--- src/rtl/double_ended_queue_core_macros.svh ---
// ----------------------------------------------------------------------------
// Deque core assertion macros
// Concurrent check wrappers; they compile to nothing under SYNTHESIS.
// ----------------------------------------------------------------------------
`ifndef DOUBLE_ENDED_QUEUE_CORE_MACROS_SVH
`define DOUBLE_ENDED_QUEUE_CORE_MACROS_SVH

`ifndef SYNTHESIS
// check that is masked while reset is held
`define DQC_ASSERT(lbl, prop) \
    lbl: assert property (@(posedge aclk) disable iff (!aresetn) prop) \
        else $error("deque core check failed");
// check that also runs through reset
`define DQC_ASSERT_RST(lbl, prop) \
    lbl: assert property (@(posedge aclk) prop) \
        else $error("deque core reset check failed");
`else
`define DQC_ASSERT(lbl, prop)
`define DQC_ASSERT_RST(lbl, prop)
`endif

`endif

--- src/rtl/dqc_pkg.sv ---
`timescale 1ns / 1ps
// ----------------------------------------------------------------------------
// Deque core package
// Request and status codes, control states and the cell chain control word.
// ----------------------------------------------------------------------------
package dqc_pkg;

    typedef enum logic [2:0] {
        REQ_PUSH_FRONT = 3'd0,
        REQ_PUSH_BACK  = 3'd1,
        REQ_POP_FRONT  = 3'd2,
        REQ_POP_BACK   = 3'd3,
        REQ_PEEK_FRONT = 3'd4,
        REQ_PEEK_BACK  = 3'd5,
        REQ_SEARCH     = 3'd6
    } req_t;

    typedef enum logic [1:0] {
        STAT_OK       = 2'd0,
        STAT_EMPTY    = 2'd1,
        STAT_FULL     = 2'd2,
        STAT_NOTFOUND = 2'd3
    } status_t;

    typedef enum logic [1:0] {
        ST_IDLE,
        ST_ROTATE,
        ST_SEARCH,
        ST_EXEC
    } state_t;

    // which end of the deque sits at a fixed end cell of the chain
    typedef enum logic {
        MODE_BACK,
        MODE_FRONT
    } mode_t;

    typedef enum logic [1:0] {
        SH_HOLD,
        SH_UP,
        SH_DOWN
    } shift_t;

    typedef struct packed {
        shift_t shift;
        logic   insert;
    } chain_ctrl_t;

endpackage

--- src/rtl/dqc_cell.sv ---
`timescale 1ns / 1ps
// ----------------------------------------------------------------------------
// Deque chain cell
// One entry register; takes the word of its lower or upper neighbor on a shift.
// ----------------------------------------------------------------------------
module dqc_cell
    import dqc_pkg::*;
#(
    parameter int VALUE_WIDTH = 32
) (
    input  logic                   aclk,
    input  chain_ctrl_t            chain_ctrl,
    input  logic [VALUE_WIDTH-1:0] lo_in,
    input  logic [VALUE_WIDTH-1:0] hi_in,
    output logic [VALUE_WIDTH-1:0] data_out
);

    logic [VALUE_WIDTH-1:0] data_reg;

    always_ff @(posedge aclk) begin
        case (chain_ctrl.shift)
            SH_UP:   data_reg <= lo_in;
            SH_DOWN: data_reg <= hi_in;
            default: data_reg <= data_reg;
        endcase
    end

    assign data_out = data_reg;

endmodule

--- src/rtl/dqc_ctrl.sv ---
`timescale 1ns / 1ps
// ----------------------------------------------------------------------------
// Deque core controller
// Request decode, ring rotation sequencing, search walk and result register.
// ----------------------------------------------------------------------------
module dqc_ctrl
    import dqc_pkg::*;
#(
    parameter int DEPTH       = 16,
    parameter int VALUE_WIDTH = 32
) (
    input  logic                         aclk,
    input  logic                         aresetn,
    input  logic                         s_valid,
    output logic                         s_ready,
    input  logic [2:0]                   s_req_type,
    input  logic [VALUE_WIDTH-1:0]       s_item_value,
    output logic                         m_valid,
    input  logic                         m_ready,
    output logic [1:0]                   m_status,
    output logic [VALUE_WIDTH-1:0]       m_out_value,
    output logic [$clog2(DEPTH)-1:0]     m_match_pos,
    output logic [$clog2(DEPTH+1)-1:0]   m_fill_count,
    input  logic [VALUE_WIDTH-1:0]       tap_back,
    input  logic [VALUE_WIDTH-1:0]       tap_front,
    output chain_ctrl_t                  chain_ctrl,
    output logic [VALUE_WIDTH-1:0]       ins_value
);

    localparam int IDX_W = $clog2(DEPTH);
    localparam int CNT_W = $clog2(DEPTH + 1);
    localparam logic [CNT_W-1:0] FULL_CNT = CNT_W'(DEPTH);

    state_t                 state_reg, state_next;
    mode_t                  mode_reg, mode_next;
    logic [CNT_W-1:0]       count_reg, count_next;
    logic [CNT_W-1:0]       step_reg, step_next;
    req_t                   req_reg, req_next;
    logic [VALUE_WIDTH-1:0] val_reg, val_next;
    logic                   found_reg, found_next;
    logic [IDX_W-1:0]       pos_reg, pos_next;
    logic                   m_valid_reg, m_valid_next;
    status_t                ostat_reg, ostat_next;
    logic [VALUE_WIDTH-1:0] oval_reg, oval_next;
    logic [IDX_W-1:0]       opos_reg, opos_next;
    logic [CNT_W-1:0]       ofill_reg, ofill_next;

    req_t  req_in;
    logic  is_empty, is_full, last_step, out_free;
    logic  in_front, in_acts, in_search_go;
    mode_t in_mode, mode_flip;
    logic  hit;

    assign req_in    = req_t'(s_req_type);
    assign is_empty  = (count_reg == '0);
    assign is_full   = (count_reg == FULL_CNT);
    assign last_step = (step_reg == count_reg - CNT_W'(1));
    assign out_free  = !m_valid_reg || m_ready;
    assign mode_flip = (mode_reg == MODE_BACK) ? MODE_FRONT : MODE_BACK;
    assign hit       = ((mode_reg == MODE_BACK) ? tap_back : tap_front) == val_reg;
    assign in_mode   = in_front ? MODE_FRONT : MODE_BACK;
    assign in_search_go = (req_in == REQ_SEARCH) && (s_item_value != '0) &&
                          !s_item_value[VALUE_WIDTH-1] && !is_empty;

    // request decode: which end a request works on, and whether it is refused
    always_comb begin
        in_front = 1'b0;
        in_acts  = 1'b0;
        unique case (req_in) inside
            REQ_PUSH_FRONT: begin
                in_front = 1'b1;
                in_acts  = !is_full;
            end
            REQ_PUSH_BACK: begin
                in_acts = !is_full;
            end
            REQ_POP_FRONT, REQ_PEEK_FRONT: begin
                in_front = 1'b1;
                in_acts  = !is_empty;
            end
            REQ_POP_BACK, REQ_PEEK_BACK: begin
                in_acts = !is_empty;
            end
            default: begin
                in_acts = 1'b0;
            end
        endcase
    end

    always_comb begin
        state_next = state_reg;
        unique case (state_reg)
            ST_IDLE: begin
                if (s_valid) begin
                    if (in_search_go) begin
                        state_next = ST_SEARCH;
                    end else if (in_acts && !is_empty && (mode_reg != in_mode)) begin
                        state_next = ST_ROTATE;
                    end else begin
                        state_next = ST_EXEC;
                    end
                end
            end
            ST_ROTATE, ST_SEARCH: begin
                if (last_step) begin
                    state_next = ST_EXEC;
                end
            end
            ST_EXEC: begin
                if (out_free) begin
                    state_next = ST_IDLE;
                end
            end
            default: state_next = ST_IDLE;
        endcase
    end

    always_comb begin
        chain_ctrl   = '{shift: SH_HOLD, insert: 1'b0};
        mode_next    = mode_reg;
        count_next   = count_reg;
        step_next    = step_reg;
        req_next     = req_reg;
        val_next     = val_reg;
        found_next   = found_reg;
        pos_next     = pos_reg;
        m_valid_next = m_valid_reg && !m_ready;
        ostat_next   = ostat_reg;
        oval_next    = oval_reg;
        opos_next    = opos_reg;
        ofill_next   = ofill_reg;
        unique case (state_reg)
            ST_IDLE: begin
                if (s_valid) begin
                    req_next   = req_in;
                    val_next   = s_item_value;
                    step_next  = '0;
                    found_next = 1'b0;
                    pos_next   = '0;
                    // empty ring: face the end the push works on, no rotation
                    if (in_acts && is_empty) begin
                        mode_next = in_mode;
                    end
                end
            end
            ST_ROTATE: begin
                chain_ctrl.shift = (mode_reg == MODE_BACK) ? SH_DOWN : SH_UP;
                step_next = step_reg + CNT_W'(1);
                if (last_step) begin
                    mode_next = mode_flip;
                end
            end
            ST_SEARCH: begin
                // back mode walks back to front, front mode walks front to back
                chain_ctrl.shift = (mode_reg == MODE_BACK) ? SH_DOWN : SH_UP;
                step_next = step_reg + CNT_W'(1);
                if (hit) begin
                    if (mode_reg == MODE_BACK) begin
                        if (!found_reg) begin
                            found_next = 1'b1;
                            pos_next   = step_reg[IDX_W-1:0];
                        end
                    end else begin
                        found_next = 1'b1;
                        pos_next   = IDX_W'(count_reg - CNT_W'(1) - step_reg);
                    end
                end
                if (last_step) begin
                    mode_next = mode_flip;
                end
            end
            ST_EXEC: begin
                if (out_free) begin
                    m_valid_next = 1'b1;
                    ostat_next   = STAT_OK;
                    oval_next    = '0;
                    opos_next    = '0;
                    unique case (req_reg) inside
                        REQ_PUSH_FRONT: begin
                            if (is_full) begin
                                ostat_next = STAT_FULL;
                            end else begin
                                chain_ctrl = '{shift: SH_DOWN, insert: 1'b1};
                                count_next = count_reg + CNT_W'(1);
                            end
                        end
                        REQ_PUSH_BACK: begin
                            if (is_full) begin
                                ostat_next = STAT_FULL;
                            end else begin
                                chain_ctrl = '{shift: SH_UP, insert: 1'b1};
                                count_next = count_reg + CNT_W'(1);
                            end
                        end
                        REQ_POP_FRONT, REQ_PEEK_FRONT: begin
                            if (is_empty) begin
                                ostat_next = STAT_EMPTY;
                            end else begin
                                oval_next = tap_front;
                                if (req_reg == REQ_POP_FRONT) begin
                                    chain_ctrl.shift = SH_UP;
                                    count_next = count_reg - CNT_W'(1);
                                end
                            end
                        end
                        REQ_POP_BACK, REQ_PEEK_BACK: begin
                            if (is_empty) begin
                                ostat_next = STAT_EMPTY;
                            end else begin
                                oval_next = tap_back;
                                if (req_reg == REQ_POP_BACK) begin
                                    chain_ctrl.shift = SH_DOWN;
                                    count_next = count_reg - CNT_W'(1);
                                end
                            end
                        end
                        REQ_SEARCH: begin
                            if (found_reg) begin
                                oval_next = val_reg;
                                opos_next = pos_reg;
                            end else begin
                                ostat_next = STAT_NOTFOUND;
                            end
                        end
                        default: begin
                            ostat_next = STAT_OK;
                        end
                    endcase
                    ofill_next = count_next;
                end
            end
            default: begin
                chain_ctrl = '{shift: SH_HOLD, insert: 1'b0};
            end
        endcase
    end

    always_ff @(posedge aclk) begin
        if (!aresetn) begin
            state_reg   <= ST_IDLE;
            mode_reg    <= MODE_BACK;
            count_reg   <= '0;
            m_valid_reg <= 1'b0;
        end else begin
            state_reg   <= state_next;
            mode_reg    <= mode_next;
            count_reg   <= count_next;
            m_valid_reg <= m_valid_next;
        end
    end

    always_ff @(posedge aclk) begin
        step_reg  <= step_next;
        req_reg   <= req_next;
        val_reg   <= val_next;
        found_reg <= found_next;
        pos_reg   <= pos_next;
        ostat_reg <= ostat_next;
        oval_reg  <= oval_next;
        opos_reg  <= opos_next;
        ofill_reg <= ofill_next;
    end

    assign s_ready      = (state_reg == ST_IDLE);
    assign m_valid      = m_valid_reg;
    assign m_status     = ostat_reg;
    assign m_out_value  = oval_reg;
    assign m_match_pos  = opos_reg;
    assign m_fill_count = ofill_reg;
    assign ins_value    = val_reg;

endmodule

--- src/rtl/double_ended_queue_core.sv ---
`timescale 1ns / 1ps
// ----------------------------------------------------------------------------
// Double-ended queue core
// Bounded deque of signed words held in a rotating chain of cells.
// ----------------------------------------------------------------------------
// The entries live in a ring of DEPTH cells that shift together, one cell per
// clock. Either the back-most entry sits in cell 0 or the front-most entry
// sits in the last cell; a request at the end that is in place is accepted and
// then executed. A request at the other end that is carried out first rotates
// the ring by the fill count, and the next request at that same end needs no
// rotation; a push refused as full does not rotate. A search walks every held
// entry past the end cell and leaves the ring facing the other end; a search
// for a value that is zero or negative, or of an empty deque, does no walk.
// Every request gives one result word, held in an output register so the next
// request is taken while it waits.
// ----------------------------------------------------------------------------
`include "double_ended_queue_core_macros.svh"

module double_ended_queue_core
    import dqc_pkg::*;
#(
    parameter int DEPTH       = 16,
    parameter int VALUE_WIDTH = 32
) (
    input  logic                              aclk,
    input  logic                              aresetn,
    input  logic                              s_valid,
    output logic                              s_ready,
    input  logic [2:0]                        s_req_type,
    input  logic signed [VALUE_WIDTH-1:0]     s_item_value,
    output logic                              m_valid,
    input  logic                              m_ready,
    output logic [1:0]                        m_status,
    output logic signed [VALUE_WIDTH-1:0]     m_out_value,
    output logic [$clog2(DEPTH)-1:0]          m_match_pos,
    output logic [$clog2(DEPTH+1)-1:0]        m_fill_count
);

    localparam int CNT_W = $clog2(DEPTH + 1);

    chain_ctrl_t            chain_ctrl;
    logic [VALUE_WIDTH-1:0] ins_value;
    logic [VALUE_WIDTH-1:0] out_value;
    logic [VALUE_WIDTH-1:0] cell_data [DEPTH];
    logic [VALUE_WIDTH-1:0] cell_lo   [DEPTH];
    logic [VALUE_WIDTH-1:0] cell_hi   [DEPTH];

    dqc_ctrl #(
        .DEPTH       (DEPTH),
        .VALUE_WIDTH (VALUE_WIDTH)
    ) u_ctrl (
        .aclk         (aclk),
        .aresetn      (aresetn),
        .s_valid      (s_valid),
        .s_ready      (s_ready),
        .s_req_type   (s_req_type),
        .s_item_value ($unsigned(s_item_value)),
        .m_valid      (m_valid),
        .m_ready      (m_ready),
        .m_status     (m_status),
        .m_out_value  (out_value),
        .m_match_pos  (m_match_pos),
        .m_fill_count (m_fill_count),
        .tap_back     (cell_data[0]),
        .tap_front    (cell_data[DEPTH-1]),
        .chain_ctrl   (chain_ctrl),
        .ins_value    (ins_value)
    );

    assign m_out_value = $signed(out_value);

    // end cells either close the ring or take the pushed word
    genvar gi;
    generate
        for (gi = 0; gi < DEPTH; gi++) begin : g_cell
            if (gi == 0) begin : g_lo_end
                assign cell_lo[gi] = chain_ctrl.insert ? ins_value : cell_data[DEPTH-1];
            end else begin : g_lo_mid
                assign cell_lo[gi] = cell_data[gi-1];
            end
            if (gi == DEPTH - 1) begin : g_hi_end
                assign cell_hi[gi] = chain_ctrl.insert ? ins_value : cell_data[0];
            end else begin : g_hi_mid
                assign cell_hi[gi] = cell_data[gi+1];
            end

            dqc_cell #(
                .VALUE_WIDTH (VALUE_WIDTH)
            ) u_cell (
                .aclk       (aclk),
                .chain_ctrl (chain_ctrl),
                .lo_in      (cell_lo[gi]),
                .hi_in      (cell_hi[gi]),
                .data_out   (cell_data[gi])
            );
        end
    endgenerate

    `DQC_ASSERT_RST(a_reset_clears, !aresetn |=> (!m_valid && s_ready))
    `DQC_ASSERT(a_full_count, (m_valid && (m_status == STAT_FULL)) |-> (m_fill_count == CNT_W'(DEPTH)))
    `DQC_ASSERT(a_empty_count, (m_valid && (m_status == STAT_EMPTY)) |-> (m_fill_count == '0))
    `DQC_ASSERT(a_no_accept_while_shifting, (chain_ctrl.shift != SH_HOLD) |-> !s_ready)

endmodule

--- config.mk ---
export PLATFORM = sky130hd
export DESIGN_NAME = double_ended_queue_core
export DESIGN_NICKNAME = d
export VERILOG_FILES = /design/src/rtl/dqc_pkg.sv /design/src/rtl/dqc_cell.sv /design/src/rtl/dqc_ctrl.sv /design/src/rtl/double_ended_queue_core.sv
export VERILOG_INCLUDE_DIRS = /design/src /design/src/rtl
export SDC_FILE = /design/constraint.sdc
export NUM_CORES = 1
export LEC_CHECK = 0
export BUFFER_PORTS_ARGS = -buffer_cell sky130_fd_sc_hd__buf_4
export CAP_MARGIN = 30
export CORE_MARGIN = 2
export CORE_UTILIZATION = 32
export DETAILED_ROUTE_END_ITERATION = 10
export SLEW_MARGIN = 25
export SYNTH_ARGS = -nofsm -noshare
export SYNTH_HDL_FRONTEND = slang
export SYNTH_SLANG_ARGS = --single-unit
--- constraint.sdc ---
create_clock -name aclk -period 18.9 [get_ports aclk]
set_input_delay 0 -clock aclk [delete_from_list [all_inputs] [get_ports aclk]]
set_output_delay 0 -clock aclk [all_outputs]
set_load 0.02 [all_outputs]
Word level (Yosys, flattened, before mapping)
Index checks and enable logic that the tools add are counted.
Storage, ports and cells
  bits in registers: 609
  input port bits: 39
  logic and storage cells: 168
  output and inout port bits: 45
Cells by class
  reduce and logical (&&, ||, !) cells: 37
  multiplexer cells: 71
  add/sub/neg operators: 4
  equality and inequality tests: 27
Operator list (number)
  case mux 32 bit (2 select lines): 16
  two-way mux 32 bit: 6
  case mux 32 bit (3 select lines): 1
  equality test 32 bit: 1
  nonzero test 32 bit: 1
  two-way mux 5 bit: 6
  two-way mux 2 bit: 12
  equality test 3 bit, second input constant: 6
  two-way mux 4 bit: 4
  case mux 5 bit (3 select lines): 1
  two-way mux 1 bit: 13
  equality test 3 x 2 -> 1 bit, second input constant: 4
  case mux 2 bit (3 select lines): 2
  adder 5 x 1 -> 5 bit, second input constant: 2
  case mux 5 bit (2 select lines): 1
  OR reduction 2 bit: 5
  != test 2 x 1 -> 1 bit, second input constant: 4
  case mux 1 bit (2 select lines): 4
  case mux 2 bit (4 select lines): 1
  case mux 4 bit (2 select lines): 1
  AND reduction 2 bit: 4
  AND reduction 4 bit: 2
  OR reduction 4 bit: 2
  logical AND 1 bit: 7
  other kinds (20): 33

Logic depth before layout (Yosys ltp)
  depth in word-level cells: 10
  depth in mapped cells: 14
  mapped depth without buffers: 10

Modules after synthesis
A second synthesis with hierarchy kept.
Unflattened totals
  cells, all modules: 1642
  area total of the unflattened synthesis: 30707.0 sq um
Modules (own cells, without submodules)
  dqc_cell: times used 16, area an instance 1525.2 sq um, cells an instance 71
  dqc_ctrl: times used 1, area an instance 5226.3 sq um, cells an instance 435
  double_ended_queue_core: times used 1, area an instance 1077.3 sq um, cells an instance 71

Worst setup path after synthesis
No wires, ideal clock.
  kind: register -> register
  start point: register u_ctrl.count_reg[1]
  end point: register g_cell[0].u_cell.data_reg[0] (enable)
  stages on the path, launching flop included: 11
  clock period less this slack: 12489 ps
  arrival time: 11629 ps
  setup time: 860 ps
  buffers on the path: 2
  path slack: 6411 ps
  path through: dfxtp_1 -> clkbuf_1 -> inv_1 -> ha_1 -> or3b_1 -> buf_6 -> o21ai_1 -> o21ai_0 -> nand2b_1 -> ha_1 -> inv_1
Between the ends
  longest elaborated chain between the ends: 7
RTL lines
  from (decl): line dqc_ctrl.sv:36  | logic [CNT_W-1:0] count_reg, count_next;
  from (signal assigned): line dqc_ctrl.sv:247  | count_reg <= count_next;
  equality test 5 bit or zero test 5 bit (tied branches): line dqc_ctrl.sv:56, dqc_ctrl.sv:55
  two-way mux 2 bit (tied with other cells): line dqc_ctrl.sv:188  | if (is_full) begin
  case mux 2 bit (4 select lines) *: line dqc_ctrl.sv:178  | unique case (req_reg) inside
  two-way mux 3 bit *: line dqc_ctrl.sv:173  | if (out_free) begin
  case mux 2 bit (2 select lines) *: line dqc_ctrl.sv:132  | unique case (state_reg)
  equality test 2 x 1 -> 1 bit or equality test 2 bit (tied branches): line dqc_cell.sv:21  | case (chain_ctrl.shift)
  nonzero test 2 bit (no line) *
  to (signal assigned): line dqc_cell.sv:22  | SH_UP: data_reg <= lo_in;
  to (signal assigned): line dqc_cell.sv:23  | SH_DOWN: data_reg <= hi_in;
  to (signal assigned): line dqc_cell.sv:24  | default: data_reg <= data_reg;
  to (decl): line dqc_cell.sv:18  | logic [VALUE_WIDTH-1:0] data_reg;
Every way passes the cells marked *; elsewhere a longest branch is shown, timed or not.
A chain may end at the register's enable or synchronous reset.

Final worst setup path
  start point: register u_ctrl.count_reg[0]
  end point: register g_cell[4].u_cell.data_reg[3] (data pin)
Between the ends
  longest elaborated chain between the ends: 7
RTL lines (line)
  equality test 5 bit or zero test 5 bit (tied branches): dqc_ctrl.sv:56, dqc_ctrl.sv:55
  two-way mux 2 bit (tied with other cells): dqc_ctrl.sv:188
  case mux 2 bit (4 select lines) *: dqc_ctrl.sv:178
  two-way mux 3 bit *: dqc_ctrl.sv:173
  case mux 2 bit (2 select lines) *: dqc_ctrl.sv:132
  equality test 2 bit or equality test 2 x 1 -> 1 bit (tied branches): dqc_cell.sv:21
  case mux 32 bit (2 select lines) *: dqc_cell.sv:21
  to (signal assigned): dqc_cell.sv:22
  to (signal assigned): dqc_cell.sv:23
  to (signal assigned): dqc_cell.sv:24
  to (decl): dqc_cell.sv:18
Marks and branches as above.

==> metrics.yaml <==
crit_required_ns: 19.26
mostFrequentLayoutCells: "edfxtp_1, mux2_2, a21oi_1"
rsz0062_at_grt: "no"
cts_buffers: 61
cpMostUsedCell: "buf_12"
syn_nets: 1763
fin_cells: 3004
endpoint_kind: "flop"
grt_pass1_vias: 14800
max_slew_margin_pct: 29.6
hold_path_class: "in2reg"
cp_cell_sequence: "inv_1, ha_1, or3b_1, o21ai_1, o21ai_0, nand2b_1, ha_4, buf_12, buf_16, buf_12, buf_4, buf_12, mux2_2"
io-pin-count: 84
diodes: 0
synth_async_sr_flop_share_pct: 0
gp_congestion: 0.782
wl_mm: 55.2
layout.nets: 1868
synth_xor_xnor_area_share_pct: 1.69
cts_buffer_depth: 3
fin_tns_setup_ns: 0
synth_area_per_cell_um2: 15.9
fin_crit_ns: 6.11
synth_cell_types: 55
drt_iter0_drc: 1305
pre_cts_slack_ns: 13.01
synthAdderAreaFrac_pct: 0.580
final-setup-viol-count: 0
dp.cells: 2844
critPathMaxStageDelay_ns: 0.74
area_growth_syn_to_layout_pct: 16.0
cts.sinks: 609
period_share_pct: 32.3
setup_slack_ns: 12.79
critPathMaxFanout: 210
dr.pass1.iters: 7
outcome: "completed"
vias: 14900
row_count: 106
root_buffer: "clkbuf_16"
crit_type: "reg2reg"
cts.htree.levels: 2
dpl.hpwl_mm: 33.6
yosysWarnings: 0
largest_reg_flops: 512
crit_slowest_cell: "buf_12"
synthMuxAreaShare_pct: 19.8
port_buffers: 83
worst_slew_pin_slew_ns: 1.06
antenna_found_initial: 1
antenna_left: 0
grt-ovfl-total: 0
drc: 0
start_kind: "flop"
grt_use_total_pct: 12.4
drive_gt1_share_pct: 35.2
drv_cap: 0
synth-simple-area-share_pct: 3.79
final_common_cell: "edfxtp_1"
finalHoldViolations: 0
synth_cells: 1712
grt_first_pass_wirelength_mm: 84.8
grt_max_degree: 215
start_util_pct: 32.4
synth_edf_count: 600
die_y_um: 295
syn_area_um2: 27200
cts_setup_buffers: 0
leakagePower_nw: 10.5
ys.flop_type: "edfxtp_1"
critPathArrivalTime_ns: 6.48
finalMaxSlewViolations: 0
synth-seq-cells: 609
clk_latency_ns: 0.63
synth_compound_area_share_pct: 4.76
max_freq_mhz: 164
die_area_um2: 87300
cts.reportedPaths.clkPinSlew_ns: 0.06
skew_ns: 0.0221
utilization_pct: 37.6
yosysSeqAreaShare_pct: 67.0
core_area_um2: 83800
wl_per_cell_um: 18.4
synth_top_family_by_area: "multiplexers"
tritoncts: "built"
avgViaCountPerCell: 4.96
ir_drop_mv: 0.118
die_x_um: 295
powerDensity_nw_per_um2: 180
final cells by class:
type                            instances  area [µm²]
Multi-Input combinational cell        955        8350
Tap cell                             1134        1420
Timing Repair Buffer                  144        1340
Fill cell                            7883       52300
Inverter                               46         181
Sequential cell                       609       18200
Clock buffer                           77        1630
Clock inverter                         39         404
worst max-delay path: cells and delay by family, from the launching register on:
family | cells | cell delay [ns]
buf+inv | 6 | 2.81
fa+ha+maj | 2 | 0.85
simple gates | 2 | 0.74
flops | 1 | 0.37
mux | 1 | 0.36
compound gates | 2 | 0.34
repair_timing:
action / 4_1_cts / 5_1_grt
resized for setup: 0 / 0
hold buffers: 38 / 0
endpoints found under the hold margin: 50 / 0
logic make-up after synthesis:
| group | after synthesis |
|---|---|
| AO/OA/AOI/OAI | 208 |
| AND/OR/NAND/NOR | 203 |
| adder cells (fa/ha/maj) | 12 |
| buffers and inverters | 148 |
| flip-flops | 609 |
| multiplexers | 481 |
| XOR/XNOR | 51 |
synthesized netlist by cell type (2+ instances only):
cell type	count	area, µm²
a21oi_1	104	521
edfxtp_1	600	18000
dfxtp_1	9	180
a222oi_1	32	320
xor2_1	8	70.1
and3_1	33	206
a31oi_1	3	18.8
nor2_1	54	203
mux2_2	448	5040
o211a_1	4	40.0
o2111ai_1	3	26.3
nor3b_1	2	15.0
buf_2	9	45.0
nor3_1	6	30.0
xnor2_1	42	368
clkbuf_1	77	289
a211oi_1	2	15.0
buf_4	4	30.0
o21a_1	3	22.5
ha_1	11	138
buf_6	11	124
nand3_1	7	35.0
nand2b_1	4	25.0
nor4_1	16	100
inv_1	45	169
o21ai_1	36	180
nor2b_1	6	37.5
o21ai_0	10	50.1
and2_1	7	43.8
nand4_1	5	31.3
nand2_1	55	206
mux2i_1	33	330
where the power goes:
part / total, mW / leakage [nW] / switching (mW) / internal (mW)
combinational: 1.78 / 3.88 / 0.929 / 0.847
sequential: 2.66 / 5.61 / 0.286 / 2.38
clock: 1.24 / 1.00 / 0.517 / 0.718
total: 5.68 / 10.5 / 1.73 / 3.94
final timing paths:
kind,slack (ns),cells after the start,from,endpoint
min,0.11,2,s_item_value[19],u_ctrl.ins_value[19]$_DFFE_PP_
min reg2reg,0.50,2,u_ctrl.state_reg[0]$_SDFFE_PN0P_,u_ctrl.state_reg[0]$_SDFFE_PN0P_
max,12.79,13,u_ctrl.count_reg[0]$_SDFFE_PN0P_,g_cell[4].u_cell.data_out[3]$_DFFE_PP_
max reg2reg,12.79,13,u_ctrl.count_reg[0]$_SDFFE_PN0P_,g_cell[4].u_cell.data_out[3]$_DFFE_PP_
per-stage QoR:
stage | cell area, µm² | total power, mW | hold WS, ns
floorplan | 27200 | 4.22 | 0.0989
global placement | 28900 | 4.34 | 0.202
detailed placement | 29000 | 4.46 | 0.205
CTS | 31400 | 5.71 | 0.0634
global route | 31500 | 5.99 | 0.0936
finish | 31500 | 5.68 | 0.109
per-layer routing:
| layer | up-vias | wire (µm) | track usage [%] |
|---|---|---|---|
| li1 | 6855 | - | - |
| met1 | 7550 | 25500 | 17.6 |
| met2 | 393 | 25400 | 19.4 |
| met3 | 89 | 3100 | 1.96 |
| met4 | 2 | 1150 | 3.71 |
| met5 | - | 12 | 0 |
Power figures use the tool's default switching activity.
